--- src/rtl/polygon_bounds_and_area_assert.svh ---
// assertion macros for the polygon bounds and area block
`ifndef POLYGON_BOUNDS_AND_AREA_ASSERT_SVH
`define POLYGON_BOUNDS_AND_AREA_ASSERT_SVH

`ifndef SYNTHESIS

// implication checked at every clock edge outside reset
`define PBA_ASSERT_IMPL(name, ante, cons, msg) \
    name: assert property (@(posedge clk) disable iff (!rst_n) (ante) |-> (cons)) \
        else $error(msg);

// plain condition checked at every clock edge outside reset
`define PBA_ASSERT_ALWAYS(name, cond, msg) \
    name: assert property (@(posedge clk) disable iff (!rst_n) (cond)) \
        else $error(msg);

`else

`define PBA_ASSERT_IMPL(name, ante, cons, msg)

`define PBA_ASSERT_ALWAYS(name, cond, msg)

`endif

`endif

--- src/rtl/pba_pkg.sv ---
// shared types and constants of the polygon bounds and area block
package pba_pkg;

    localparam int FIELD_W     = 24;
    localparam int COUNT_OUT_W = 13;
    localparam int AREA_W      = 64;

    localparam int MIN_POLY_VERTICES = 3;

    localparam int QUEUE_DEPTH = 4;
    localparam int QPTR_W      = $clog2(QUEUE_DEPTH);
    localparam int QCNT_W      = $clog2(QUEUE_DEPTH + 1);

    localparam logic signed [AREA_W-1:0] AREA_MAX = {1'b0, {(AREA_W-1){1'b1}}};
    localparam logic signed [AREA_W-1:0] AREA_MIN = {1'b1, {(AREA_W-1){1'b0}}};

    typedef struct packed {
        logic signed [FIELD_W-1:0] x;
        logic signed [FIELD_W-1:0] y;
        logic                      last;
    } in_item_t;

    typedef struct packed {
        logic signed [AREA_W-1:0]  twice_area;
        logic signed [FIELD_W-1:0] min_x;
        logic signed [FIELD_W-1:0] min_y;
        logic signed [FIELD_W-1:0] max_x;
        logic signed [FIELD_W-1:0] max_y;
        logic [COUNT_OUT_W-1:0]    vertex_count;
        logic                      area_overflow;
    } out_item_t;

    typedef struct packed {
        logic              full;
        logic              empty;
        logic [QCNT_W-1:0] count;
    } q_status_t;

endpackage

--- src/rtl/pba_queue.sv ---
// short queue of classified vertices between front and back
module pba_queue
    import pba_pkg::*;
#(
    parameter int WIDTH = 32
)
(
    input  logic             clk,
    input  logic             rst_n,
    input  logic             push,
    input  logic [WIDTH-1:0] push_data,
    input  logic             pop,
    output logic [WIDTH-1:0] pop_data,
    output q_status_t        status
);

    logic [WIDTH-1:0]  mem [QUEUE_DEPTH];
    logic [QPTR_W-1:0] wr_ptr_reg;
    logic [QPTR_W-1:0] wr_ptr_next;
    logic [QPTR_W-1:0] rd_ptr_reg;
    logic [QPTR_W-1:0] rd_ptr_next;
    logic [QCNT_W-1:0] count_reg;
    logic [QCNT_W-1:0] count_next;

    always_comb
    begin
        wr_ptr_next = push ? wr_ptr_reg + 1'b1 : wr_ptr_reg;
        rd_ptr_next = pop ? rd_ptr_reg + 1'b1 : rd_ptr_reg;
        count_next  = count_reg;
        if (push && !pop)
        begin
            count_next = count_reg + 1'b1;
        end
        else if (pop && !push)
        begin
            count_next = count_reg - 1'b1;
        end
    end

    always_ff @(posedge clk or negedge rst_n)
    begin
        if (!rst_n)
        begin
            wr_ptr_reg <= '0;
            rd_ptr_reg <= '0;
            count_reg  <= '0;
        end
        else
        begin
            wr_ptr_reg <= wr_ptr_next;
            rd_ptr_reg <= rd_ptr_next;
            count_reg  <= count_next;
        end
    end

    always_ff @(posedge clk)
    begin
        if (push)
        begin
            mem[wr_ptr_reg] <= push_data;
        end
    end

    assign pop_data     = mem[rd_ptr_reg];
    assign status.full  = (count_reg == QCNT_W'(QUEUE_DEPTH));
    assign status.empty = (count_reg == '0);
    assign status.count = count_reg;

endmodule

--- config.mk ---
export PLATFORM = sky130hd
export DESIGN_NAME = pba_queue
export DESIGN_NICKNAME = d
export VERILOG_FILES = /design/src/rtl/polygon_bounds_and_area_assert.svh /design/src/rtl/pba_pkg.sv /design/src/rtl/pba_queue.sv
export SDC_FILE = /design/constraint.sdc
export NUM_CORES = 1
export LEC_CHECK = 0
export BUFFER_PORTS_ARGS = -buffer_cell sky130_fd_sc_hd__buf_4
export CORE_MARGIN = 4
export CORE_UTILIZATION = 45
export CTS_BUF_LIST = sky130_fd_sc_hd__clkbuf_4 sky130_fd_sc_hd__clkbuf_8
export CTS_CLUSTER_SIZE = 30
export DETAILED_ROUTE_END_ITERATION = 8
export PLACE_DENSITY = 0.65
export SYNTH_ARGS = -nofsm -noshare
export SYNTH_HDL_FRONTEND = slang
export SYNTH_SLANG_ARGS = --single-unit
--- constraint.sdc ---
create_clock -name clk -period 2.58 [get_ports clk]
set_input_delay 0.258 -clock clk [delete_from_list [all_inputs] [get_ports clk]]
set_output_delay 0.258 -clock clk [all_outputs]
set_load 0.01 [all_outputs]
# Word level (Yosys, flattened, before mapping)
# Memories as Yosys holds them, arrays and structs flattened.
# Cells that the tools add are included.
[op_classes] bitwise_logic=0 addsub=4 shift=0 mul=0 order_cmp=0 div=0 eq_ne=1 n_reduce_logical=6 n_mux=4
[op_table] op="3-bit 2-to-1 mux" count=2
[op_table] op="2-bit by 1-bit adder with 2-bit output, second input constant" count=2
[op_table] op="3-bit by 1-bit adder with 3-bit output, second input constant" count=1
[op_table] op="3-bit == test, second input constant" count=1
[op_table] op="3-bit logical NOT" count=1
[op_table] op="3-bit by 1-bit subtractor with 3-bit output, second input constant" count=1
[op_table] op="1-bit logical AND" count=2
[op_table] op="1-bit logical NOT" count=2
[op_table] op="1-bit 2-to-1 mux" count=2
[op_table] op="2-bit nonzero test" count=1
[totals] latchBits=0 romBits=0 reg_bits=7 elab_cells=19 input_bits=36 n_memories=1 ramBits=128
[memory_table] memory="mem" depth=4 width=32 read_ports=1 rd_ports_with_merged_regs=0 write_ports=1 line_no="pba_queue.sv:17" rtl="logic [WIDTH-1:0] mem [QUEUE_DEPTH];"

# Longest topological paths before layout
# Gate-level depths: netlist of the first run.
[depth] ltp_word=4 mapped_depth=7

# Least setup slack after synthesis of the first run
# OpenSTA, ideal clock, no wires.
[synth_timing] path_type="reg-to-reg" from="reg wr_ptr_reg[0]" to="mem mem[2][0], enable pin" required_time_ns=2.188 period_less_slack_ns=1.802 path_slack_ns=0.778 setup_ns=0.392 path_stages_with_launch=4 arrival_time_ns=1.410 cell_sequence="dfrtp_1 > inv_1 > ha_1 > and2_1"
[synth_rtl] element="start: declaration" line_no="pba_queue.sv:18" rtl="logic [QPTR_W-1:0] wr_ptr_reg;"
[synth_rtl] element="start signal: assignment" line_no="pba_queue.sv:50" rtl="wr_ptr_reg <= wr_ptr_next;"
[synth_rtl] element="end: declaration" line_no="pba_queue.sv:17"
# Straight into the memory's write port.

# Worst setup path in the final report of the first run
[layout_timing] from="reg rd_ptr_reg[0]" to="out pop_data[29]"
[layout_via] elab_chain_cells=1
[layout_rtl] element="start: declaration" line_no="pba_queue.sv:20" rtl="logic [QPTR_W-1:0] rd_ptr_reg;"
[layout_rtl] element="start signal: assignment" line_no="pba_queue.sv:51" rtl="rd_ptr_reg <= rd_ptr_next;"
[layout_rtl] element="memory read 4 x 32 bit"
[layout_rtl] element="end: declaration" line_no="pba_queue.sv:13" rtl="output logic [WIDTH-1:0] pop_data,"
# Every way passes these cells.

==> out/metrics.yaml, run 1 <==
setup_viol: 0
drtIter0Drc: 125
wire_per_inst_um: 19.30
cp.arrival_ns: 2.13
syn_nets: 244
stdcell_count: 450
hold_viol: 0
finalNetCount: 339
period_share_pct: 92.57
maxCapViolations: 0
worst_r2r_path_depth: 3
drive_above_1_share_pct: 45.81
grt_util_met1_pct: 19.09
core_area_um2: 10940
synthCells: 202
grt_pass1_vias: 2488
fmax_mhz: 418.7
synth_seq_area_share_pct: 79.43
dp.cells: 414
peakVddDrop_mv: 0.4945
r2r_slack_ns: 0.90
cts_max_level: 4
largest_register_ffs: 128
slew_headroom_pct: 62.58
die_w_um: 114.0
p_leak_nw: 2.198
grt_use_total_pct: 14.30
yosysWarnings: 0
power_mw: 6.929
num_vias: 2321
r2r_start: "wr_ptr_reg[0]"
antenna_found_initial: 0
die_h_um: 114.0
fin_crit_ns: 2.388
hp-class: "primary input to register"
rows: 38
cts.sinks: 135
ant_nets: 0
crit_path_end_kind: "output port"
setup_tns_ns: 0
ys_seq_elements: 135
cts.clk_slew.worst_paths_ns: 0.07
grt_max_degree: 24
endpoint: "pop_data[29]"
grt_pass1_wl_um: 13530
io_buffers: 72
syn_area_um2: 5060
initial_utilization_pct: 46.27
post-route-util_pct: 57.07
grt-busiest-layer: "met2"
grt.overflow.total: 0
r2r_end: "mem[3][0]"
power_density_nw_per_um2: 1110
place_area_um2: 5802
cts_tree: "built"
place_ws_ns: 0.5706
cts.path.max_buffers: 2
dr.pass1.iters: 4
areaGrowthSynthToFinish_pct: 23.34
rsz0062_at_grt: "false"
vias_per_cell: 5.158
fin_area_um2: 6241
crit_type: "register to output port"
cts_buffers: 17
cts_setup_buffers: 0
grt_use_met3_pct: 5.358
start_kind: "register"
avgSynthCellArea_um2: 25.05
drc: 0
io_pins: 73
antennaDiodeCount: 0
cp.required_ns: 2.32
clock_skew_ns: 0.007873
totalWireLength_um: 8684
crit_fanout: 20
gp_congestion: 0.6762
worst_pin_slew_ns: 0.5613
synthDistinctLibCells: 20
crit_start: "rd_ptr_reg[0]"
dieArea_um2: 13010
grt_use_met2_pct: 21.90
clock_tree.root_cell: "clkbuf_8"
holdWs_ns: 0.03918
maxSlewViolCount: 0
postLayoutSetupSlackWorst_ns: 0.1917
worst_skew_pair.late_latency_ns: 0.42
status: "completed"
place_hpwl_um: 5489
cells in the final DEF (no fill, tap or decap), types with 2 or more instances in the layout:
cell type / count
buf_4: 76
nand2_1: 2
mux4_2: 28
buf_12: 4
bufinv_16: 3
clkbuf_8: 17
inv_1: 4
clkinvlp_4: 4
dfrtp_1: 6
and2_2: 4
xor2_1: 4
mux4_1: 4
edfxtp_1: 128
ha_1: 5
clkinv_1: 4
xnor2_1: 2
dlygate4sd3_1: 4
critical path, stage by stage, from the launching register on:
cell     delay (ns)
dfrtp_2        0.69
buf_12         0.27
mux4_1         0.59
buf_4          0.16
report_power, final:
group / switching (mW) / leakage [nW] / total [mW] / internal [mW]
registers: 0.193 / 1.26 / 3.07 / 2.87
logic: 0.990 / 0.753 / 2.15 / 1.16
clock network: 0.759 / 0.189 / 1.71 / 0.955
synth_stat cells:
cell type  count  area [µm²]
buf_6          1       11.26
inv_1          4       15.01
nand2_1        2       7.510
mux2_2         1       11.26
xnor2_1        2       17.52
nor3_1         1       5.000
buf_2          3       15.01
nor2_1         1       3.750
ha_1           5       62.56
mux4_2        28       630.6
nor3b_1        1       7.510
fa_1           1       20.02
o21ai_0        1       5.000
edfxtp_1     128        3844
mux4_1         4       105.1
buf_12         3       60.06
clkbuf_1       1       3.750
xor2_1         4       35.03
dfrtp_1        7       175.2
and2_1         4       25.02
cell families after synthesis:
family	Yosys count	synth area share, %
xor+xnor	6	1.039
buf+inv	12	2.077
flops	135	79.43
compound gates	1	0.09882
fa+ha+maj	6	1.632
simple gates	9	0.9643
mux	33	14.76
cell type report:
class	count	area [µm²]
Clock buffer	18	241.5
Timing Repair Buffer	84	690.7
Inverter	4	15.01
Clock inverter	14	157.7
Sequential cell	135	4020
Fill cell	842	4695
Multi-Input combinational cell	55	940.9
Tap cell	140	175.2
how the worst min path moves through the flow:
stage	start	to	slack, ns	cells after the start
finish	push_data[21]	mem[1][21]	0.04	1
global route	push_data[8]	mem[0][8]	0.00007	1
CTS	push_data[23]	mem[2][23]	0.003	1
detailed placement	rst_n	count_reg[2]	0.08	1
global placement	rst_n	count_reg[2]	0.08	1
floorplan	rst_n	count_reg[0]	-0.04	0
metal layers:
layer  share of wire (%)  wire length (µm)
met3                 5.9               513
met2                  50              4301
met4                0.66                57
met5                   0                 0
met1                  44              3811
what timing repair did:
action,CTS,global route
gates resized for setup,0,0
hold endpoints to repair,7,9
hold buffers,1,3
Power figures use the tool's default switching activity.
==> inputs of run 2 (changes only) <==
CELL_PAD_IN_SITES_DETAIL_PLACEMENT = 2   (was default)
CELL_PAD_IN_SITES_GLOBAL_PLACEMENT = 2   (was default)
CORE_ASPECT_RATIO = 1.4   (was default)
PLACE_DENSITY = 0.8   (was 0.65)
==> run 2 against run 1 <==
Net effect: die area rose by 0.18%; sequential share of layout area fell by 0.13 points; total power rose by 5.4%; core utilization rose by 0.20 points; highest routed layer unchanged; non-clock buffer count fell by 4; via count rose by 3.4%.
==> out/metrics.yaml, run 2 (synthesis gave the netlist of run 1 again) <==
status: "completed"
place_area_um2: 5789
worst_r2r_path_depth: 4
cts_max_level: 4
dr.pass1.iters: 4
num_vias: 2399
cp_slowest_cell: "dfrtp_2"
cp.required_ns: 2.32
io_buffers: 72
grt_pass1_wl_um: 17750
cts_buffers: 17
p_comb_share_pct: 29.0
final.fill_count: 927
fin_crit_ns: 2.378
antennaDiodeCount: 0
crit_fanout: 12
clock_tree.root_cell: "clkbuf_8"
grt_use_total_pct: 18.95
areaGrowthSynthToFinish_pct: 23.64
p_int_mw: 5.179
cts.sinks: 135
fin_area_um2: 6256
drtIter0Drc: 132
period_share_pct: 92.16
setup_viol: 0
mostFrequentLayoutCells: "edfxtp_1 (128), buf_4 (74), mux4_2 (28), clkbuf_8 (17)"
peakVddDrop_mv: 0.5083
slowest_delay_ns: 0.60
drc: 0
layout_commonest_cell: "edfxtp_1"
grt_pass1_vias: 2661
slew_headroom_pct: 43.13
p_leak_nw: 2.208
io_pins: 73
start_kind: "register"
grt.overflow.total: 0
power_density_nw_per_um2: 1167
wire_per_inst_um: 26.20
place_hpwl_um: 7053
totalWireLength_um: 11680
crit_start: "rd_ptr_reg[0]"
final-seq-area_um2: 4021
grt_max_degree: 34
r2r_start: "wr_ptr_reg[0]"
hp-class: "primary input to register"
path_depth: 3
gp_congestion: 0.6747
r2r_end: "mem[2][20]"
dieArea_um2: 13030
power_mw: 7.301
endpoint: "pop_data[3]"
seq_power_share_pct: 43.9
cts.clk_slew.worst_paths_ns: 0.08
cts_tree: "built"
rows: 45
initial_utilization_pct: 46.32
ant_nets: 0
fmax_mhz: 420.6
antenna_found_initial: 0
setup_tns_ns: 0
holdWs_ns: 0.03293
worst_skew_pair.late_latency_ns: 0.43
critPathTopFamily: "flip-flops"
clock_skew_ns: 0.01402
cts.path.max_buffers: 2
sw_frac_of_total_pct: 29.07
largest_register_ffs: 128
crit_path_end_kind: "output port"
clkPwrFrac_pct: 27.1
r2r_slack_ns: 0.86
vias_per_cell: 5.379
stdcell_count: 446
cp.arrival_ns: 2.12
cts_resized: 0
die_h_um: 133.5
multi_input_area_um2: 940.9
switchingPower_mw: 2.122
drive_above_1_share_pct: 46.89
cp_num_buf_inv: 2
die_w_um: 97.62
cp_common_cell: "buf_4"
maxSlewViolCount: 0
worst_pin_slew_ns: 0.8531
crit_type: "register to output port"
cp_cell_sequence: "buf_4, mux4_2, buf_4"
maxCapViolations: 0
hold_viol: 0
dp.cells: 413
core_area_um2: 10920
rsz0062_at_grt: "false"
finalNetCount: 335
-- run 2: cell types whose count changed in the layout (fill, tap and decap cells not counted) --
cell / delta
clkinv_1: -3
clkinv_4: +2
clkinvlp_4: -2
dlygate4sd3_1: -2
bufinv_16: +2
dfrtp_1: -1
inv_6: -1
buf_4: -2
dfrtp_2: +1
clkinv_2: +1
-- run 2: worst min path at each step --
stage | from | to | slack [ns] | depth (start not counted)
after floorplan | rst_n | count_reg[0] | -0.04 | 0
after global placement | rst_n | count_reg[1] | 0.08 | 1
after detailed placement | rst_n | count_reg[1] | 0.08 | 1
after CTS | push_data[28] | mem[2][28] | 0.004 | 1
after global routing | push_data[11] | mem[0][11] | 0.002 | 1
final | push_data[7] | mem[2][7] | 0.03 | 1
-- run 2: layout make-up --
class / count / share of cell area, %
clock inverter: 13 / 3.280
timing repair buffer: 80 / 10.48
clock buffer: 18 / 3.860
sequential: 135 / 64.28
inverter: 4 / 0.2400
multi-input combinational: 55 / 15.04
tap: 141 / 2.820
-- run 2: metal layers --
layer	wire, µm	vias to the layer above	GRT usage [%]	share of wire (%)
met5	0	-	0	0
met4	67	0	5.081	0.57
met3	384	5	4.819	3.3
met2	6364	61	32.19	54
met1	4868	1305	24.43	42
li1	-	1028	-	-
-- run 2: metrics by stage --
stage	setup WS, ns	utilization (%)
after floorplan	0.7779	-
after global placement	0.6137	53.00
after detailed placement	0.5987	53.00
after CTS	0.1256	57.27
after global routing	0.06408	57.27
final	0.2023	57.27
-- run 2: power groups by stage --
stage	sequential, mW	clock, mW	combinational, mW
after CTS	3.22	2.03	2.18
after global routing	3.25	2.13	2.26
final	3.20	1.98	2.12
after floorplan	3.03	0	1.37
after global placement	3.20	0	2.08
after detailed placement	3.24	0	2.16
-- run 2: timing repair --
item | 4_1_cts | 5_1_grt
setup buffers | 0 | 0
hold endpoints to repair | 10 | 0
hold buffers | 2 | 0
-- run 2: worst reg2reg max path: cells and delay by family (launching register included) --
kind	cells	cell delay (ns)
adders and majority gates	1	0.14
buffers and inverters	2	0.36
and+or+nand+nor	1	0.47
DFF	1	0.44
