File: src/rtl/polygon_bounds_and_area_assert.svh
// assertion macros for the polygon bounds and area block
`ifndef POLYGON_BOUNDS_AND_AREA_ASSERT_SVH
`define POLYGON_BOUNDS_AND_AREA_ASSERT_SVH

`ifndef SYNTHESIS

// implication checked at every clock edge outside reset
`define PBA_ASSERT_IMPL(name, ante, cons, msg) \
    name: assert property (@(posedge clk) disable iff (!rst_n) (ante) |-> (cons)) \
        else $error(msg);

// plain condition checked at every clock edge outside reset
`define PBA_ASSERT_ALWAYS(name, cond, msg) \
    name: assert property (@(posedge clk) disable iff (!rst_n) (cond)) \
        else $error(msg);

`else

`define PBA_ASSERT_IMPL(name, ante, cons, msg)

`define PBA_ASSERT_ALWAYS(name, cond, msg)

`endif

`endif

File: src/rtl/pba_pkg.sv
// shared types and constants of the polygon bounds and area block
package pba_pkg;

    localparam int FIELD_W     = 24;
    localparam int COUNT_OUT_W = 13;
    localparam int AREA_W      = 64;

    localparam int MIN_POLY_VERTICES = 3;

    localparam int QUEUE_DEPTH = 4;
    localparam int QPTR_W      = $clog2(QUEUE_DEPTH);
    localparam int QCNT_W      = $clog2(QUEUE_DEPTH + 1);

    localparam logic signed [AREA_W-1:0] AREA_MAX = {1'b0, {(AREA_W-1){1'b1}}};
    localparam logic signed [AREA_W-1:0] AREA_MIN = {1'b1, {(AREA_W-1){1'b0}}};

    typedef struct packed {
        logic signed [FIELD_W-1:0] x;
        logic signed [FIELD_W-1:0] y;
        logic                      last;
    } in_item_t;

    typedef struct packed {
        logic signed [AREA_W-1:0]  twice_area;
        logic signed [FIELD_W-1:0] min_x;
        logic signed [FIELD_W-1:0] min_y;
        logic signed [FIELD_W-1:0] max_x;
        logic signed [FIELD_W-1:0] max_y;
        logic [COUNT_OUT_W-1:0]    vertex_count;
        logic                      area_overflow;
    } out_item_t;

    typedef struct packed {
        logic              full;
        logic              empty;
        logic [QCNT_W-1:0] count;
    } q_status_t;

endpackage

File: src/rtl/pba_back.sv
// back end: shoelace products, saturating sum, bounding box, result register
module pba_back
    import pba_pkg::*;
#(
    parameter int COORD_BITS = 24,
    parameter int CNT_W      = 13,
    localparam int ENTRY_W   = 6 * COORD_BITS + CNT_W + 6
)
(
    input  logic               clk,
    input  logic               rst_n,
    input  q_status_t          q_status,
    input  logic [ENTRY_W-1:0] pop_data,
    output logic               pop,
    output out_item_t          out_data,
    output logic               out_valid,
    input  logic               out_ready
);

    typedef struct packed {
        logic signed [COORD_BITS:0]   a1;
        logic signed [COORD_BITS:0]   b1;
        logic signed [COORD_BITS:0]   a2;
        logic signed [COORD_BITS:0]   b2;
        logic signed [COORD_BITS-1:0] x;
        logic signed [COORD_BITS-1:0] y;
        logic                         is_first;
        logic                         last;
        logic [CNT_W-1:0]             count;
    } entry_t;

    localparam int PW = 2 * COORD_BITS + 2;
    localparam logic [CNT_W-1:0] COUNT_ENOUGH = CNT_W'(MIN_POLY_VERTICES);

    function automatic logic signed [AREA_W-1:0] widen(input logic signed [PW-1:0] p);
        return {{(AREA_W-PW){p[PW-1]}}, p};
    endfunction

    // returns {overflow, sum}; a sum that has saturated stays frozen
    function automatic logic [AREA_W:0] sat_add(input logic signed [AREA_W-1:0] acc,
                                                 input logic                     ovf,
                                                 input logic signed [AREA_W-1:0] term);
        logic signed [AREA_W-1:0] s;
        logic [AREA_W:0]          r;
        s = acc + term;
        if (ovf)
        begin
            r = {1'b1, acc};
        end
        else if ((acc[AREA_W-1] == term[AREA_W-1]) && (s[AREA_W-1] != acc[AREA_W-1]))
        begin
            r = {1'b1, acc[AREA_W-1] ? AREA_MIN : AREA_MAX};
        end
        else
        begin
            r = {1'b0, s};
        end
        return r;
    endfunction

    function automatic logic signed [FIELD_W-1:0] to_field(input logic signed [COORD_BITS-1:0] v);
        logic [COORD_BITS+FIELD_W-1:0] t;
        t = {{FIELD_W{v[COORD_BITS-1]}}, v};
        return signed'(t[FIELD_W-1:0]);
    endfunction

    entry_t e;
    assign e = pop_data;

    // multiply stage
    logic                         m_valid_reg;
    logic                         m_valid_next;
    logic signed [PW-1:0]         m_prod1_reg;
    logic signed [PW-1:0]         m_prod2_reg;
    logic signed [COORD_BITS-1:0] m_x_reg;
    logic signed [COORD_BITS-1:0] m_y_reg;
    logic                         m_first_reg;
    logic                         m_last_reg;
    logic [CNT_W-1:0]             m_count_reg;

    // running polygon state
    logic signed [AREA_W-1:0]     acc_sum_reg;
    logic                         acc_ovf_reg;
    logic signed [COORD_BITS-1:0] box_min_x_reg;
    logic signed [COORD_BITS-1:0] box_min_y_reg;
    logic signed [COORD_BITS-1:0] box_max_x_reg;
    logic signed [COORD_BITS-1:0] box_max_y_reg;

    // closing stage, holds a finished polygon before the closing term
    logic                         f_valid_reg;
    logic                         f_valid_next;
    logic signed [AREA_W-1:0]     f_sum_reg;
    logic                         f_ovf_reg;
    logic signed [PW-1:0]         f_term_reg;
    logic signed [COORD_BITS-1:0] f_min_x_reg;
    logic signed [COORD_BITS-1:0] f_min_y_reg;
    logic signed [COORD_BITS-1:0] f_max_x_reg;
    logic signed [COORD_BITS-1:0] f_max_y_reg;
    logic [CNT_W-1:0]             f_count_reg;

    logic      o_valid_reg;
    logic      o_valid_next;
    out_item_t o_data_reg;
    out_item_t o_data_next;

    logic m_consume;
    logic m_ready;
    logic f_ready;
    logic f_fire;
    logic o_ready;

    logic signed [AREA_W-1:0]     base_sum;
    logic                         base_ovf;
    logic [AREA_W:0]              acc_res;
    logic signed [COORD_BITS-1:0] nmin_x;
    logic signed [COORD_BITS-1:0] nmin_y;
    logic signed [COORD_BITS-1:0] nmax_x;
    logic signed [COORD_BITS-1:0] nmax_y;
    logic [AREA_W:0]              fin_res;
    logic                         enough;
    logic [CNT_W+COUNT_OUT_W-1:0] count_ext;

    assign o_ready   = !o_valid_reg || out_ready;
    assign f_fire    = f_valid_reg && o_ready;
    assign f_ready   = !f_valid_reg || o_ready;
    assign m_consume = m_valid_reg && (!m_last_reg || f_ready);
    assign m_ready   = !m_valid_reg || m_consume;
    assign pop       = !q_status.empty && m_ready;

    always_comb
    begin
        base_sum = m_first_reg ? '0 : acc_sum_reg;
        base_ovf = m_first_reg ? 1'b0 : acc_ovf_reg;
        acc_res  = sat_add(base_sum, base_ovf, widen(m_prod1_reg));

        if (m_first_reg)
        begin
            nmin_x = m_x_reg;
            nmax_x = m_x_reg;
            nmin_y = m_y_reg;
            nmax_y = m_y_reg;
        end
        else
        begin
            nmin_x = (m_x_reg < box_min_x_reg) ? m_x_reg : box_min_x_reg;
            nmax_x = (m_x_reg > box_max_x_reg) ? m_x_reg : box_max_x_reg;
            nmin_y = (m_y_reg < box_min_y_reg) ? m_y_reg : box_min_y_reg;
            nmax_y = (m_y_reg > box_max_y_reg) ? m_y_reg : box_max_y_reg;
        end

        fin_res   = sat_add(f_sum_reg, f_ovf_reg, widen(f_term_reg));
        enough    = (f_count_reg >= COUNT_ENOUGH);
        count_ext = {{COUNT_OUT_W{1'b0}}, f_count_reg};

        o_data_next.twice_area    = enough ? signed'(fin_res[AREA_W-1:0]) : '0;
        o_data_next.area_overflow = enough && fin_res[AREA_W];
        o_data_next.min_x         = to_field(f_min_x_reg);
        o_data_next.min_y         = to_field(f_min_y_reg);
        o_data_next.max_x         = to_field(f_max_x_reg);
        o_data_next.max_y         = to_field(f_max_y_reg);
        o_data_next.vertex_count  = count_ext[COUNT_OUT_W-1:0];

        m_valid_next = pop ? 1'b1 : (m_consume ? 1'b0 : m_valid_reg);
        f_valid_next = (m_consume && m_last_reg) ? 1'b1 : (f_fire ? 1'b0 : f_valid_reg);
        o_valid_next = f_fire ? 1'b1 : (out_ready ? 1'b0 : o_valid_reg);
    end

    always_ff @(posedge clk or negedge rst_n)
    begin
        if (!rst_n)
        begin
            m_valid_reg <= 1'b0;
            f_valid_reg <= 1'b0;
            o_valid_reg <= 1'b0;
        end
        else
        begin
            m_valid_reg <= m_valid_next;
            f_valid_reg <= f_valid_next;
            o_valid_reg <= o_valid_next;
        end
    end

    always_ff @(posedge clk)
    begin
        if (pop)
        begin
            m_prod1_reg <= e.a1 * e.b1;
            m_prod2_reg <= e.a2 * e.b2;
            m_x_reg     <= e.x;
            m_y_reg     <= e.y;
            m_first_reg <= e.is_first;
            m_last_reg  <= e.last;
            m_count_reg <= e.count;
        end
        if (m_consume)
        begin
            acc_sum_reg   <= signed'(acc_res[AREA_W-1:0]);
            acc_ovf_reg   <= acc_res[AREA_W];
            box_min_x_reg <= nmin_x;
            box_min_y_reg <= nmin_y;
            box_max_x_reg <= nmax_x;
            box_max_y_reg <= nmax_y;
            if (m_last_reg)
            begin
                f_sum_reg   <= signed'(acc_res[AREA_W-1:0]);
                f_ovf_reg   <= acc_res[AREA_W];
                f_term_reg  <= m_prod2_reg;
                f_min_x_reg <= nmin_x;
                f_min_y_reg <= nmin_y;
                f_max_x_reg <= nmax_x;
                f_max_y_reg <= nmax_y;
                f_count_reg <= m_count_reg;
            end
        end
        if (f_fire)
        begin
            o_data_reg <= o_data_next;
        end
    end

    assign out_data  = o_data_reg;
    assign out_valid = o_valid_reg;

endmodule

File: config.mk
export PLATFORM = sky130hd
export DESIGN_NAME = pba_back
export DESIGN_NICKNAME = d
export VERILOG_FILES = /design/src/rtl/polygon_bounds_and_area_assert.svh /design/src/rtl/pba_pkg.sv /design/src/rtl/pba_back.sv
export SDC_FILE = /design/constraint.sdc
export NUM_CORES = 2
export LEC_CHECK = 0
export BUFFER_PORTS_ARGS = -buffer_cell sky130_fd_sc_hd__buf_2
export CAP_MARGIN = 20
export CORE_MARGIN = 4
export CORE_UTILIZATION = 35
export DETAILED_ROUTE_END_ITERATION = 12
export HOLD_SLACK_MARGIN = 0.03
export PLACE_DENSITY = 0.58
export SLEW_MARGIN = 20
export SYNTH_ARGS = -nofsm -noshare
export SYNTH_HDL_FRONTEND = slang
export SYNTH_SLANG_ARGS = --single-unit
File: constraint.sdc
create_clock -name clk -period 15.26 [get_ports clk]
set_clock_uncertainty 0.15 [all_clocks]
set_input_delay 3.052 -clock clk [delete_from_list [all_inputs] [get_ports clk]]
set_output_delay 3.052 -clock clk [all_outputs]
set_load 0.05 [all_outputs]
== Word level (Yosys, flattened, before mapping) ==
Index checks and enable logic that the tools add are counted.
Widths: inputs -> output; s select.
Storage, ports and cells
  bits in registers: 725
  bits of input ports: 171
  logic and storage cells: 86
Cells by class
  $add $sub $neg: 2
  $mul: 2
  $lt $le $gt $ge: 5
  eq/ne operators: 4
  multiplexer cells: 22
  reduce and logical (&&, ||, !) cells: 20
Operators by type and width (count)
  $mux 65: 4
  $mux 24: 8
  $mux 64: 3
  $add 64x50->64: 2
  $mul 25x25->50: 2
  $gt 24x24->1: 2
  $lt 24x24->1: 2
  $ge 13x2->1 const B: 1
  $logic_and 1x1->1: 7
  $mux 1: 7
  $reduce_bool 2->1: 3
  $logic_not 1->1: 5
  $logic_or 1x1->1: 4
  $eq 1x1->1: 2
  $ne 1x1->1: 2
  $reduce_and 2->1: 1

== Logic depth before layout (Yosys ltp) ==
  word-level depth: 8
  depth in mapped cells: 29
  gate-level depth less buffers: 27

== Worst setup path after synthesis ==
Ideal clock, no wire load.
  path type: input-to-reg
  start point: input port out_ready
  end point: register acc_ovf_reg, enable pin
  arrival: 14.876 ns
  required time: 14.182 ns
  setup slack: -0.694 ns
  cell stages on the path: 3
  cell sequence: nand2b_1 nor2_1 a21boi_0
On the way
  cells in the longest elaborated chain, start to end: 4
Ends and longest elaborated chain
  start: declaration: line pba_back.sv:17  | input logic out_ready
  $logic_or 1x1->1: line pba_back.sv:123  | assign o_ready = !o_valid_reg || out_ready;
  $logic_or 1x1->1: line pba_back.sv:125  | assign f_ready = !f_valid_reg || o_ready;
  $logic_or 1x1->1: line pba_back.sv:126  | assign m_consume = m_valid_reg && (!m_last_reg || f_ready);
  $logic_and 1x1->1: line pba_back.sv:126
  net m_consume: line pba_back.sv:106  | logic m_consume;
  end signal: assignment: line pba_back.sv:199  | acc_ovf_reg <= acc_res[AREA_W];
  end: declaration: line pba_back.sv:83  | logic acc_ovf_reg;
The timed path passes the listed nets, and every way through them passes these cells.
A chain may end at the register's enable or synchronous reset.

== Final worst setup path ==
  start point: input port pop_data[103]
  end point: register m_prod2_reg[48], data pin
On the way
  cells in the longest elaborated chain, start to end: 1
Ends and longest elaborated chain
  start: declaration: line pba_back.sv:13  | input logic [ENTRY_W-1:0] pop_data,
  $mul 25x25->50: line pba_back.sv:189  | m_prod2_reg <= e.a2 * e.b2;
  end signal: assignment: line pba_back.sv:189
  end: declaration: line pba_back.sv:74  | logic signed [PW-1:0] m_prod2_reg;
Every way passes these cells.

==> insert_results.sql <==
INSERT INTO impl_metrics (metric_group, metric, value, unit) VALUES
('finish', 'area_delta_synth_final', '8.82', '%'),
('cts', 'clkSinkCount', '725', ''),
('setup_path', 'worst_path_largest_cell_delay', '690', 'ps'),
('timing', 'timing.setup.tns', '0', 'ps'),
('drt', 'drt-initial-drc-count', '3826', ''),
('setup_path', 'timing_worst_setup_path_type', 'primary input to flop', ''),
('floorplanning', 'io_pins', '347', ''),
('yosys', 'synth_enable_flop_cells', '722', ''),
('timing', 'tightestPinTransition', '1140', 'ps'),
('yosys', 'post_synth_instance_area', '82000', 'um2'),
('grt', 'global_route.overflow_total', '0', ''),
('grt', 'number_of_antenna_violations_at_the_first_check_in_global_routing', '9', ''),
('floorplanning', 'floorplan.core_area', '233000', 'um2'),
('yosys', 'share_of_synthesized_registers_carrying_an_async_set_or_reset', '0.414', '%'),
('yosys', 'yosys_warnings', '0', ''),
('place', 'place_congestion', '0.884', ''),
('job', 'timing.max_cap.violations', '0', ''),
('hold_path', 'min_path_cells', '0', ''),
('cts', 'cts_tree', 'yes', ''),
('cts', 'cts-buffers-inserted', '79', ''),
('floorplanning', 'initial_utilization', '35.2', '%'),
('yosys', 'ys_top_cells_by_area', 'sky130_fd_sc_hd__fa_1, sky130_fd_sc_hd__edfxtp_1, sky130_fd_sc_hd__ha_1, sky130_fd_sc_hd__inv_1, sky130_fd_sc_hd__and2_1', ''),
('yosys', 'synth_cells', '7916', ''),
('floorplanning', 'die_height', '492', 'um'),
('setup_path', 'rr_worst_depth', '17', ''),
('cts', 'cts.hold.buffers_added', '0', ''),
('drt', 'dr.pass1.iters', '6', ''),
('finish', 'share_of_final_layout_standard_cells_stronger_than_drive_strength_1', '7.30', '%'),
('floorplanning', 'die_w', '492', 'um'),
('drt', 'route.detailed.drc', '0', ''),
('cts', 'worst_setup_hold_path_clk_slew', '60', 'ps'),
('finish', 'final-seq-area', '21800', 'um2'),
('grt', 'first_global_vias', '61000', ''),
('drt', 'vias', '57000', ''),
('drt', 'avgViaCountPerCell', '5.08', ''),
('floorplanning', 'row_count', '177', ''),
('timing', 'worst_slew_margin_rel', '23.5', '%'),
('timing', 'slew_violations', '0', ''),
('timing', 'timing.final.hold_violations', '0', ''),
('place', 'portbufs', '342', ''),
('setup_path', 'timing.critical_path.max_delay_family', 'adder cells', ''),
('cts', 'cts_htree_levels', '3', ''),
('setup_path', 'cpMostUsedCell', 'sky130_fd_sc_hd__fa_1', ''),
('setup_path', 'critPathSlowestCell', 'sky130_fd_sc_hd__a2111oi_0', ''),
('cts', 'post_cts_buffers', '0', ''),
('yosys', 'synthesis.area_per_instance', '10.4', 'um2'),
('timing', 'setup_viol', '0', ''),
('drt', 'final_antenna_net_count', '0', ''),
('drt', 'routed_wire_length_per_instance', '19.4', 'um'),
('yosys', 'synth.lib_cells_used.distinct', '87', ''),
('timing', 'fmax', '0.0909', 'GHz'),
('grt', 'pin_count_of_the_biggest_net_entering_global_routing', '139', ''),
('drt', 'route.final.wire_length', '217', 'mm'),
('cts', 'clk_root_buffer_cell', 'sky130_fd_sc_hd__clkbuf_16', ''),
('hold_path', 'hp-class', 'flop to flop', ''),
('finish', 'largest_reg_flops', '174', ''),
('yosys', 'netlist.top_cell.by_area', 'sky130_fd_sc_hd__fa_1', ''),
('setup_path', 'crit_required', '15520', 'ps'),
('yosys', 'postSynthNetCount', '9907', ''),
('timing', 'final_min_period_over_clock_period', '72.1', '%'),
('setup_path', 'worst-endpoint-arrival', '11260', 'ps'),
('floorplanning', 'die-area', '242000', 'um2'),
('finish', 'multi_input_comb_area', '53400', 'um2'),
('grt', 'global_route_usage_over_all_layers', '17.9', '%'),
('yosys', 'synth_top_area_share', '32.2', '%'),
('run_status', 'outcome', 'completed', ''),
('finish', 'nNetsFinal', '9994', ''),
('yosys', 'postSynthRegisterBits', '725', ''),
('yosys', 'ys_seq_area_share', '26.5', '%'),
('cts', 'worst_skew_pair.late_latency', '690', 'ps'),
('place', 'post-dp-hpwl', '164', 'mm'),
('setup_path', 'timing.critical_path.depth', '26', ''),
('timing', 'rsz0062_at_grt', 'false', ''),
('setup_path', 'crit_path_max_fanout', '25', ''),
('setup_path', 'cp-end-kind', 'flop', ''),
('setup_path', 'critPathLaunchType', 'primary input', ''),
('yosys', 'dominantRegCellSynth', 'sky130_fd_sc_hd__edfxtp_1', ''),
('grt', 'grt_pass1_wl', '345', 'mm'),
('cts', 'buffers_from_clock_root_to_sink_at_most', '3', ''),
('finish', 'fill_cells', '22700', ''),
('timing', 'final_critical_period', '11000', 'ps'),
('cts', 'cts_resized', '0', ''),
('setup_path', 'sum_of_buffers_and_inverters_on_the_critical_path', '6', '');
## worst paths after layout
kind | to | start | slack, ps
max in group asynchronous | f_valid_reg | rst_n | 12830
worst max-delay path | m_prod2_reg[48] | pop_data[103] | 4260
worst min register to register | f_term_reg[7] | m_prod2_reg[7] | 260
worst min-delay path | f_term_reg[7] | m_prod2_reg[7] | 260
min in group asynchronous | m_valid_reg | rst_n | 2020
worst max register to register | acc_sum_reg[43] | m_first_reg | 8490
## synthesized netlist by cell type, types with 65 or more instances
cell / number
sky130_fd_sc_hd__nor2b_1: 88
sky130_fd_sc_hd__nand3_1: 73
sky130_fd_sc_hd__edfxtp_1: 722
sky130_fd_sc_hd__fa_1: 1318
sky130_fd_sc_hd__a21o_1: 180
sky130_fd_sc_hd__ha_1: 502
sky130_fd_sc_hd__o21ai_0: 178
sky130_fd_sc_hd__a21oi_1: 310
sky130_fd_sc_hd__xnor2_1: 143
sky130_fd_sc_hd__a221oi_1: 65
sky130_fd_sc_hd__nand2_1: 896
sky130_fd_sc_hd__inv_1: 1473
sky130_fd_sc_hd__clkbuf_1: 343
sky130_fd_sc_hd__nor3_1: 96
sky130_fd_sc_hd__nor2_1: 172
sky130_fd_sc_hd__xor2_1: 82
sky130_fd_sc_hd__and2_1: 615
## metrics by stage
step / instance area, um2 / setup slack (ps) / instances / util [%] / hold WS [ps]
2_1_floorplan: 82000 / 1750 / 7916 / - / 250
3_3_place_gp: 86600 / 3780 / 11100 / 37.2 / 252
3_5_place_dp: 86600 / 3650 / 11100 / 37.2 / 255
4_1_cts: 89200 / 4370 / 11200 / 38.3 / 248
5_1_grt: 89200 / 3870 / 11200 / 38.3 / 253
6_report: 89200 / 4260 / 11200 / 38.3 / 256
## metal layers
| layer | vias to the layer above | share of wire [%] | GRT usage [%] |
|---|---|---|---|
| li1 | 25700 | - | - |
| met3 | 359 | 5.9 | 2.64 |
| met5 | - | 0.014 | 0 |
| met2 | 1753 | 49 | 30.4 |
| met4 | 4 | 4.5 | 7.19 |
| met1 | 29200 | 41 | 23.0 |
## layout make-up
cell class | instances | area share, %
clock inverter | 53 | 0.655
sequential | 725 | 24.4
clock buffer | 91 | 2.29
timing repair buffer | 376 | 2.22
antenna | 3 | 0.00841
multi-input combinational | 5346 | 59.9
inverter | 1475 | 6.20
tap | 3132 | 4.39
## logic make-up after synthesis
logic type,Yosys count,synth area share [%]
and+or+nand+nor,2146,13.0
DFF,725,26.5
xor gates and xnor gates,225,2.40
adders and majority gates,1820,39.8
muxes,50,0.684
buffers and inverters,1845,8.48
AOI/OAI and AO/OA,1105,9.04
## cells in the final DEF, fill, tap and decap left out, types with 48 or more instances in the layout
| cell type | n |
|---|---|
| sky130_fd_sc_hd__a21o_1 | 180 |
| sky130_fd_sc_hd__a21oi_1 | 307 |
| sky130_fd_sc_hd__a221oi_1 | 65 |
| sky130_fd_sc_hd__and2_1 | 614 |
| sky130_fd_sc_hd__buf_2 | 342 |
| sky130_fd_sc_hd__clkbuf_16 | 80 |
| sky130_fd_sc_hd__edfxtp_1 | 722 |
| sky130_fd_sc_hd__fa_1 | 1318 |
| sky130_fd_sc_hd__ha_1 | 501 |
| sky130_fd_sc_hd__inv_1 | 1473 |
| sky130_fd_sc_hd__mux2_2 | 48 |
| sky130_fd_sc_hd__nand2_1 | 896 |
| sky130_fd_sc_hd__nand3_1 | 73 |
| sky130_fd_sc_hd__nand4_1 | 48 |
| sky130_fd_sc_hd__nor2_1 | 170 |
| sky130_fd_sc_hd__nor2b_1 | 88 |
| sky130_fd_sc_hd__nor3_1 | 95 |
| sky130_fd_sc_hd__o21ai_0 | 177 |
| sky130_fd_sc_hd__xnor2_1 | 143 |
| sky130_fd_sc_hd__xor2_1 | 82 |
Power is not shown: default switching activity piles up to over one toggle a cycle in this logic, so the estimate is an artifact.
