===== config.mk =====
export PLATFORM = sky130hd
export DESIGN_NAME = pba_front
export DESIGN_NICKNAME = d
export VERILOG_FILES = /design/src/rtl/polygon_bounds_and_area_assert.svh /design/src/rtl/pba_pkg.sv /design/src/rtl/pba_front.sv
export SDC_FILE = /design/constraint.sdc
export NUM_CORES = 1
export LEC_CHECK = 0
export BUFFER_PORTS_ARGS = -buffer_cell sky130_fd_sc_hd__clkbuf_2
export CORE_MARGIN = 2
export CORE_UTILIZATION = 30
export DETAILED_ROUTE_END_ITERATION = 7
export PLACE_DENSITY = 0.54
export SYNTH_ARGS = -nofsm -noshare
export SYNTH_HDL_FRONTEND = slang
export SYNTH_SLANG_ARGS = --single-unit

===== constraint.sdc =====
create_clock -name clk -period 8 [get_ports clk]
set_input_delay 0 -clock clk [delete_from_list [all_inputs] [get_ports clk]]
set_output_delay 0 -clock clk [all_outputs]
set_load 0.02 [all_outputs]

===== src/rtl/polygon_bounds_and_area_assert.svh =====
// assertion macros for the polygon bounds and area block
`ifndef POLYGON_BOUNDS_AND_AREA_ASSERT_SVH
`define POLYGON_BOUNDS_AND_AREA_ASSERT_SVH

`ifndef SYNTHESIS

// implication checked at every clock edge outside reset
`define PBA_ASSERT_IMPL(name, ante, cons, msg) \
    name: assert property (@(posedge clk) disable iff (!rst_n) (ante) |-> (cons)) \
        else $error(msg);

// plain condition checked at every clock edge outside reset
`define PBA_ASSERT_ALWAYS(name, cond, msg) \
    name: assert property (@(posedge clk) disable iff (!rst_n) (cond)) \
        else $error(msg);

`else

`define PBA_ASSERT_IMPL(name, ante, cons, msg)

`define PBA_ASSERT_ALWAYS(name, cond, msg)

`endif

`endif


===== src/rtl/pba_pkg.sv =====
// shared types and constants of the polygon bounds and area block
package pba_pkg;

    localparam int FIELD_W     = 24;
    localparam int COUNT_OUT_W = 13;
    localparam int AREA_W      = 64;

    localparam int MIN_POLY_VERTICES = 3;

    localparam int QUEUE_DEPTH = 4;
    localparam int QPTR_W      = $clog2(QUEUE_DEPTH);
    localparam int QCNT_W      = $clog2(QUEUE_DEPTH + 1);

    localparam logic signed [AREA_W-1:0] AREA_MAX = {1'b0, {(AREA_W-1){1'b1}}};
    localparam logic signed [AREA_W-1:0] AREA_MIN = {1'b1, {(AREA_W-1){1'b0}}};

    typedef struct packed {
        logic signed [FIELD_W-1:0] x;
        logic signed [FIELD_W-1:0] y;
        logic                      last;
    } in_item_t;

    typedef struct packed {
        logic signed [AREA_W-1:0]  twice_area;
        logic signed [FIELD_W-1:0] min_x;
        logic signed [FIELD_W-1:0] min_y;
        logic signed [FIELD_W-1:0] max_x;
        logic signed [FIELD_W-1:0] max_y;
        logic [COUNT_OUT_W-1:0]    vertex_count;
        logic                      area_overflow;
    } out_item_t;

    typedef struct packed {
        logic              full;
        logic              empty;
        logic [QCNT_W-1:0] count;
    } q_status_t;

endpackage


===== src/rtl/pba_front.sv =====
// front end: takes vertices, tracks first and previous vertex, forms operands
module pba_front
    import pba_pkg::*;
#(
    parameter int COORD_BITS   = 24,
    parameter int MAX_VERTICES = 4096,
    parameter int CNT_W        = 13,
    localparam int ENTRY_W     = 6 * COORD_BITS + CNT_W + 6
)
(
    input  logic               clk,
    input  logic               rst_n,
    input  in_item_t           in_data,
    input  logic               in_valid,
    output logic               in_ready,
    input  q_status_t          q_status,
    output logic               push,
    output logic [ENTRY_W-1:0] entry
);

    typedef struct packed {
        logic signed [COORD_BITS:0]   a1;
        logic signed [COORD_BITS:0]   b1;
        logic signed [COORD_BITS:0]   a2;
        logic signed [COORD_BITS:0]   b2;
        logic signed [COORD_BITS-1:0] x;
        logic signed [COORD_BITS-1:0] y;
        logic                         is_first;
        logic                         last;
        logic [CNT_W-1:0]             count;
    } entry_t;

    localparam logic [CNT_W-1:0] COUNT_MAX = CNT_W'(MAX_VERTICES);

    logic [CNT_W-1:0]             count_reg;
    logic [CNT_W-1:0]             count_next;
    logic signed [COORD_BITS-1:0] first_x_reg;
    logic signed [COORD_BITS-1:0] first_y_reg;
    logic signed [COORD_BITS-1:0] prev_x_reg;
    logic signed [COORD_BITS-1:0] prev_y_reg;

    logic [COORD_BITS+FIELD_W-1:0] ext_x;
    logic [COORD_BITS+FIELD_W-1:0] ext_y;
    logic signed [COORD_BITS-1:0]  cx;
    logic signed [COORD_BITS-1:0]  cy;
    logic signed [COORD_BITS-1:0]  fx;
    logic signed [COORD_BITS-1:0]  fy;
    logic [CNT_W-1:0]              count_inc;
    logic                          is_first;
    entry_t                        e;

    assign in_ready = !q_status.full;
    assign push     = in_valid && in_ready;

    always_comb
    begin
        // low COORD_BITS bits of the field, read as two's complement
        ext_x     = {{COORD_BITS{1'b0}}, in_data.x};
        ext_y     = {{COORD_BITS{1'b0}}, in_data.y};
        cx        = signed'(ext_x[COORD_BITS-1:0]);
        cy        = signed'(ext_y[COORD_BITS-1:0]);
        is_first  = (count_reg == '0);
        fx        = is_first ? cx : first_x_reg;
        fy        = is_first ? cy : first_y_reg;
        count_inc = (count_reg == COUNT_MAX) ? count_reg : count_reg + 1'b1;

        e.a1       = is_first ? '0 : {cy[COORD_BITS-1], cy} + {prev_y_reg[COORD_BITS-1], prev_y_reg};
        e.b1       = is_first ? '0 : {cx[COORD_BITS-1], cx} - {prev_x_reg[COORD_BITS-1], prev_x_reg};
        e.a2       = {fy[COORD_BITS-1], fy} + {cy[COORD_BITS-1], cy};
        e.b2       = {fx[COORD_BITS-1], fx} - {cx[COORD_BITS-1], cx};
        e.x        = cx;
        e.y        = cy;
        e.is_first = is_first;
        e.last     = in_data.last;
        e.count    = count_inc;

        // a last vertex closes the polygon, the next item starts a new one
        count_next = count_reg;
        if (push)
        begin
            count_next = in_data.last ? '0 : count_inc;
        end
    end

    assign entry = e;

    always_ff @(posedge clk or negedge rst_n)
    begin
        if (!rst_n)
        begin
            count_reg <= '0;
        end
        else
        begin
            count_reg <= count_next;
        end
    end

    always_ff @(posedge clk)
    begin
        if (push)
        begin
            prev_x_reg <= cx;
            prev_y_reg <= cy;
            if (is_first)
            begin
                first_x_reg <= cx;
                first_y_reg <= cy;
            end
        end
    end

endmodule


# Yosys cells after proc, flatten, opt, wreduce, memory -nomap -nowiden
# Index checks and enable logic that the tools add are counted.
[classes] n_reduce_logical=3 add_sub_neg=5 muxes=6 n_eq_ne=1
[op_table] operator="24-bit by 24-bit adder with 25-bit output" count=2
[op_table] operator="25-bit two-way mux" count=2
[op_table] operator="24-bit by 24-bit subtractor with 25-bit output" count=2
[op_table] operator="24-bit two-way mux" count=2
[op_table] operator="13-bit two-way mux" count=2
[op_table] operator="13-bit by 1-bit adder with 13-bit output (second input constant)" count=1
[op_table] operator="13-bit == test (second input constant)" count=1
[op_table] operator="13-bit logical NOT" count=1
[op_table] operator="1-bit logical AND" count=1
[op_table] operator="1-bit logical NOT" count=1
[word_totals] in_bits=57 wordCells=20 register_bits=109

# Longest topological paths before layout
# Gate-level depths: netlist of run 1.
[logic_depth] depth_word=3 ltp_mapped=20

# Worst setup path before layout of run 1
# OpenSTA, ideal clock, no wires.
[synth_path] path_kind="register to output" from="register count_reg[0]" to="output entry[83]" path_slack_ns=3.841 arrival_ns=4.159 path_buffers=2 path_stages_with_launch=19 required_ns=8.000 cell_sequence="dfrtp_1 -> inv_1 -> ha_1 -> nor4b_1 -> nand3_1 -> or2_1 -> buf_2 -> clkbuf_1 -> a21oi_1 -> ha_1 -> inv_1 -> fa_1 -> a211o_1 -> a21oi_1 -> a21oi_1 -> a311o_1 -> a311oi_2 -> o21ai_1 -> xor2_1"
[synth_via] elab_chain_len=3
[synth_rtl] element="start, declared" line_no="pba_front.sv:35" source="logic [CNT_W-1:0] count_reg;"
[synth_rtl] element="start signal, assigned" line_no="pba_front.sv:95" source="count_reg <= count_next;"
[synth_rtl] element="13-bit logical NOT" line_no="pba_front.sv:62" source="is_first = (count_reg == '0);"
[synth_rtl] element="24-bit two-way mux"
[synth_rtl] element="24-bit by 24-bit subtractor with 25-bit output" line_no="pba_front.sv:70" source="e.b2 = {fx[COORD_BITS-1], fx} - {cx[COORD_BITS-1], cx};"
[synth_rtl] element="end, declared" line_no="pba_front.sv:18" source="output logic [ENTRY_W-1:0] entry"
# Every way passes these cells.

# Worst setup path after layout of run 1
# Ends and elaborated chain as after synthesis.

==> metrics.md, run 1 <==
| Metric | Value |
|---|---|
| Run status | `finished clean` |
| Clock Tree Root | `clkbuf_16` |
| Area delta synth->final | `19.5%` |
| Die W | `186 um` |
| H-tree levels | `3` |
| Final min period | `~5.2 ns` |
| Slowest stage delay, CP | `a little under 0.6 ns` |
| Setup crit end kind | `output pin` |
| Initial antenna violation count | `0` |
| Post-Synthesis Cells | `approximately 1100` |
| Drt pass-1 iters | `5` |
| Maxcap violations | `0` |
| Multi-input gate area | `around 0.006 mm^2` |
| Sum Neg Setup Slack | `0 ns` |
| Top FF cell, synth | `edfxtp_1` |
| First-pass GRT wire length | `approximately 40000 um` |
| Vias in the first global route | `8231` |
| Register area | `about 0.0032 mm^2` |
| CTS Buffer Depth | `2` |
| Final Max Tran Viols | `0` |
| Syn Std Cell Area | `slightly below 0.01 mm^2` |
| Ys Warns | `0` |
| Clock slew at reported path FFs | `0.08 ns` |
| RSZ-0062 raised after global routing | `false` |
| Placer's final routability congestion estimate | `a little over 0.9` |
| # diodes | `0` |
| Site Rows | `66` |
| CTS tree | `built` |
| Largest area contributor in the netlist | `edfxtp_1` |
| CORE AREA | `0.0325 mm^2` |
| Leak Pwr | `roughly 5.4 nW` |
| CP delay by family, top | `compound AO/OA/AOI/OAI gates` |
| Worst VDD drop | `between 0.0001 and 0.00015 V` |
| I/O Buffers | `between 200 and 250` |
| Grt ovf | `0` |
| Synth area leaders | `edfxtp_1 29%, ha_1 12%, nand2_1 6.2%` |
| Final design utilization | `36.4%` |
| Syn nets | `between 1000 and 1500` |
| Initial Util | `a little under a third` |
| Initial drt markers | `around 390` |
| Clk sinks | `~110` |
| Worst Path Required | `8.00 ns` |
| Final worst slack | `2.82 ns` |
| Yosys reg bits | `about 110` |
| Pin count of the biggest net entering global routing | `80` |
| Post-synth cell types | `76` |
| Share of layout cells above drive strength 1 | `a little under a fifth` |
| Crit path max fanout | `between 70 and 80` |
| Vias | `~8700` |
| Crit Path Class | `reg -> out` |
| Syn avg cell area | `between 8 and 9 um^2` |
| CTS Buf Count | `9` |
| Fmax | `193 MHz` |
| Slew @ Worst Pin | `roughly 0.9 ns` |
| Antenna Nets Post-Route | `0` |
| Sequential fraction of the synthesis area | `between 30 and 40%` |
| IO Pins | `roughly 220` |
| Layout net count | `between 1500 and 2000` |
| Fraction of registers with async set/reset | `a little under an eighth` |
| Die area | `approximately 0.034 mm^2` |
| Hold crit path type | `in -> async` |
| Fill cells | `approximately 3400` |
| Final period util | `approximately 65%` |
| Max-Slew Margin vs Limit | `between 30% and 40%` |
| Final Skew | `between 0.009 and 0.01 ns` |
| WHS | `about 0.072 ns` |
| Crit path max-delay cell type | `buf_4` |
| WP buf/inv | `4` |
| Final setup viols | `0` |
| Residual DRC count | `0` |
| Pwr Density | `roughly 250 mW/mm^2` |
| Final WL | `about 26000 um` |
| CP Data Arrival Time | `around 5.2 ns` |
| Die height | `between 150 and 200 um` |
| Tot GR Track Use | `roughly 15%` |
| Crit path top cell by count | `a21oi_1` |
| Vias per cell | `4.86` |
| Top cell type's share of synthesized area | `~29%` |
| Post-CTS Setup Inserts | `0` |
| Total power | `approximately 3 mW` |
| Drt wl/cell | `approximately 15 um` |
| Post-DP HPWL | `between 15000 and 20000 um` |
| Clk_lat worst skew | `0.36 ns` |
| Crit-path cells | `inv_1 -> ha_1 -> nor4b_1 -> nand3_1 -> or2_2 -> buf_4 -> nor2_1 -> a21oi_1 -> ha_1 -> inv_1 -> fa_1 -> a211o_1 -> a21oi_1 -> a21oi_1 -> a311o_1 -> a311oi_2 -> o21ai_1 -> xor2_1 -> clkbuf_2` |
| Final hold viol count | `0` |
| Setup crit start kind | `register` |
| Post-synth EDFFs | `96` |
| Pre-CTS setup slack | `between 3 and 4 ns` |
[cell usage after synthesis, types with 5 or more instances]
| library cell | number |
|---|---|
| nand2_1 | 162 |
| ha_1 | 98 |
| edfxtp_1 | 96 |
| nor2_1 | 92 |
| o21ai_0 | 85 |
| inv_1 | 78 |
| a21oi_1 | 67 |
| buf_4 | 51 |
| xnor2_1 | 50 |
| a21o_1 | 39 |
| xor2_1 | 37 |
| clkbuf_1 | 25 |
| a31oi_1 | 19 |
| nand3_1 | 18 |
| nand4_1 | 17 |
| and3_1 | 16 |
| o21a_1 | 14 |
| dfrtp_1 | 13 |
| nand2b_1 | 13 |
| nor2b_1 | 11 |
| o31ai_1 | 11 |
| buf_2 | 8 |
| nor3_1 | 8 |
| a211oi_1 | 7 |
| and2_1 | 5 |
| nor3b_1 | 5 |
| o21ai_1 | 5 |
| o21bai_1 | 5 |
| o31a_1 | 5 |
[path summary, 6_finish.rpt]
path | from | endpoint | slack [ns] | depth (start not counted)
setup reg to reg | count_reg[0] | first_y_reg[17] | 5.41 | 8
max in group asynchronous | rst_n | count_reg[7] | 7.67 | 2
setup / recovery | count_reg[0] | entry[83] | 2.82 | 19
hold / removal | rst_n | count_reg[4] | 0.07 | 2
min in group clk | in_valid | count_reg[6] | 0.14 | 3
hold reg to reg | first_y_reg[2] | first_y_reg[2] | 0.55 | 2
[worst reg2reg max path: cells and delay by family, from the launching register on]
kind / cells / cell delay [ns]
and+or+nand+nor: 5 / 1.07
buffers and inverters: 2 / 0.77
DFF: 1 / 0.46
adders and majority gates: 1 / 0.15
[where the power goes]
part           internal (mW)  switching [mW]
Combinational          0.644            1.17
Clock                  0.243           0.219
Sequential             0.686          0.0144
[final cells by class]
cell class	count	share of cell area [%]
multi-input combinational	873	49.6
timing repair buffer	269	13.5
inverter	80	2.56
clock buffer	10	1.94
tap	442	4.68
clock inverter	6	0.519
sequential	109	27.2
[logic make-up (layout without fill, tap and decap cells)]
logic type,after synthesis,after routing,share of synthesized area (%)
mux,4,4,0.468
xor+xnor,87,87,7.71
flops,109,109,32.5
compound gates,317,317,21.4
buf+inv,164,365,8.26
fa+ha+maj,102,102,13.2
simple gates,363,363,16.5
[cells in the final DEF (no fill, tap or decap), types with 4 or more instances in the layout]
master           n
o21ai_0         85
and3_1          16
a21oi_1         67
o21ai_1          5
clkbuf_16        9
a221o_1          4
xnor2_1         50
a311oi_1         4
a21o_1          39
o21a_1          14
o21bai_1         5
and4_1           4
ha_1            98
o211ai_1         4
a31oi_1         19
o31a_1           5
nor2_1          92
fa_1             4
nor3b_1          5
nand4_1         17
nor3_1           8
xor2_1          37
o31ai_1         11
nand2_1        162
nor2b_1         11
dfrtp_1         13
dlygate4sd3_1   49
edfxtp_1        96
nand3_1         18
and2_1           5
a211oi_1         7
clkbuf_2       217
nand2b_1        13
inv_1           78
[metal layers]
layer / vias to the layer above / GRT usage, % / share of wire (%) / routed length (um)
met3: 33 / 2.19 / 3.8 / 997
met2: 189 / 25.5 / 46 / 12000
met1: 4002 / 19.8 / 48 / 12500
li1: 4473 / - / - / -
met4: 0 / 4.94 / 2.1 / 537
met5: - / 0 / 0 / 0
[metrics by stage]
step | instance area [um^2] | cells
2_1_floorplan | 9890 | 1146
3_3_place_gp | 11000 | 1724
3_5_place_dp | 11000 | 1724
4_1_cts | 11800 | 1789
5_1_grt | 11800 | 1789
6_report | 11800 | 1789
[repair_timing]
item                      in CTS  in global routing
hold endpoints to repair      61                  0
resized for setup              0                  0
hold buffers                  49                  0
(Power assumes the default switching activity.)
==> run 2, diff against run 1 <==
Settings changed: PLACE_DENSITY 0.54 to 0.56.
Clock period 8 ns to 4.74 ns, I/O delays scaled along.
==> metrics.md, run 2 (synthesis gave the netlist of run 1 again) <==
| Metric | Value |
|---|---|
| Crit path max fanout | `48 (-39%)` |
| CORE AREA | `0.0325 mm^2 (unchanged)` |
| Grt ovf | `0 (unchanged)` |
| Reg-to-reg startpoint | `count_reg[0]` |
| Clk_lat worst skew | `0.36 ns (about the same)` |
| Final worst slack | `0.304 ns (-2.52 ns)` |
| Final setup viols | `0 (unchanged)` |
| H-tree levels | `3 (unchanged)` |
| Flop-to-flop setup slack | `2.45 ns (-2.96 ns)` |
| Post-DP HPWL | `20200 um (+1.6%)` |
| Leading cell type in the layout, fill and taps excluded | `clkbuf_2` |
| Placer's final routability congestion estimate | `0.893 (-3.6%)` |
| Sum Neg Setup Slack | `0 ns (unchanged)` |
| Site Rows | `66 (unchanged)` |
| Initial Util | `30.5% (unchanged)` |
| Vias | `8779 (+0.94%)` |
| Final instance area | `0.0120 mm^2 (+1.5%)` |
| # diodes | `0 (unchanged)` |
| Drt wl/cell | `14.4 um (-1.3%)` |
| Pwr Density | `433 mW/mm^2 (+72%)` |
| Final Skew | `0.0123 ns (+0.00249 ns)` |
| Total power | `5.19 mW (+74%)` |
| Area delta synth->final | `21.3%` |
| Pin count of the biggest net entering global routing | `59 (-26%)` |
| Layout net count | `1509 (+0.53%)` |
| CP Data Arrival Time | `4.44 ns (-0.74 ns)` |
| Final hold viol count | `0 (unchanged)` |
| Initial drt markers | `440 (+14%)` |
| Vias per cell | `4.89 (+0.49%)` |
| Hold crit path type | `in -> async` |
| WHS | `0.0681 ns (-0.00400 ns)` |
| Antenna Nets Post-Route | `0 (unchanged)` |
| Most frequent cells in the layout | `215 x clkbuf_2, 162 x nand2_1, 98 x ha_1` |
| Final WL | `25800 um (-0.84%)` |
| Final min period | `roughly 4.4 ns` |
| Die W | `186 um (unchanged)` |
| Clk sinks | `109 (unchanged)` |
| Clock slew at reported path FFs | `0.08 ns (about the same)` |
| Reg2Reg Depth | `10 (+2)` |
| Dpl cell area | `0.0111 mm^2 (+0.34%)` |
| IO Pins | `222 (unchanged)` |
| Worst VDD drop | `0.000230 V (+70%)` |
| Vias in the first global route | `8083 (-1.8%)` |
| Final period util | `between 90% and 100%` |
| Pre-CTS setup slack | `0.318 ns (-2.79 ns)` |
| Die height | `186 um (unchanged)` |
| Leak Pwr | `5.52 nW (+1.4%)` |
| R2R Path End | `first_y_reg[23]` |
| Max-Slew Margin vs Limit | `51.0% (+11 points)` |
| Maxcap violations | `0 (unchanged)` |
| CTS tree | `built` |
| Clock Tree Root | `clkbuf_16` |
| Slew @ Worst Pin | `0.735 ns (-0.165 ns)` |
| Drt pass-1 iters | `5 (unchanged)` |
| Initial antenna violation count | `0 (unchanged)` |
| Tot GR Track Use | `14.6% (-0.47 points)` |
| Setup crit end kind | `output pin` |
| First-pass GRT wire length | `40500 um (-1.7%)` |
| Crit Path Class | `reg -> out` |
| CTS Buf Count | `9 (unchanged)` |
| Run status | `finished clean` |
| Crit. Startpoint | `count_reg[0]` |
| Share of layout cells above drive strength 1 | `20.0% (+1.1 points)` |
| CTS Buffer Depth | `2 (unchanged)` |
| RSZ-0062 raised after global routing | `true` |
| Die area | `0.0344 mm^2 (unchanged)` |
| Final Max Tran Viols | `0 (unchanged)` |
| Worst Path Required | `4.74 ns (-3.26 ns)` |
| Fmax | `about 230 MHz` |
| I/O Buffers | `217 (unchanged)` |
| Residual DRC count | `0 (unchanged)` |
| Setup crit start kind | `register` |
==> run 2: cell types whose count changed in the layout (fill, tap and decap cells not counted), sizes merged <==
| cell | delta |
|---|---|
| buf | +10 |
| bufinv | +2 |
| clkbuf | -3 |
| clkinv | -1 |
| clkinvlp | +1 |
| inv | -1 |
==> run 2: layer usage <==
metal	up-vias	track usage (%)	part of all wire, %
met2	224	24.5	47
met3	25	1.72	3.9
met1	4035	19.6	47
li1	4495	-	-
met4	0	4.60	1.9
met5	-	0	0
==> run 2: where the power goes <==
group	internal [mW]	switching [mW]
registers	1.16	0.0262
logic	1.13	1.99
clock network	0.520	0.365
==> run 2: worst max-delay path, cell delays in order, from the launching register on <==
cell and delay, ns:
dfrtp_2 0.46, inv_1 0.10, ha_1 0.15, nor4b_4 0.20, nand3_1 0.10, or2_2 0.32
buf_4 0.17, buf_6 0.19, nand2_1 0.10, o21ai_1 0.08, ha_1 0.37, a211o_1 0.30
a21oi_2 0.16, a21oi_1 0.11, a311o_1 0.40, a311oi_2 0.36, buf_4 0.18, xnor2_1 0.12
clkbuf_2 0.20
==> run 2: worst max path at each step <==
stage                            end  slack, ns  cells after the start
final                      entry[79]       0.30                     18
after global routing      entry[106]     -0.003                     20
after CTS                  entry[83]      0.007                     17
after detailed placement  entry[110]       0.32                     20
after global placement    entry[110]       0.35                     20
after floorplan            entry[83]       0.58                     18
==> run 2: repair_timing <==
action / 4_1_cts / 5_1_grt
hold buffers: 49 / 0
setup endpoints to repair: 5 / 16
resized for setup: 2 / 16
pin swaps: 1 / 2
endpoints found under the hold margin: 61 / 0
buffers inserted: 1 / 2
==> run 2: stage by stage <==
| stage | utilization, % | instances |
|---|---|---|
| after global placement | 34.1 | 1729 |
| final | 36.9 | 1797 |
| after CTS | 36.7 | 1795 |
| after detailed placement | 34.1 | 1729 |
| after global routing | 36.9 | 1797 |
| after floorplan | - | 1146 |
==> run 2: cell type report <==
cell class              instances  area [um^2]
clock buffers                   9          225
repair buffers                277         1670
multi-input cells             873         5910
clock inverters                 7          121
inverters                      80          304
fillers                      3357        20500
well taps                     442          553
flip-flops and latches        109         3210
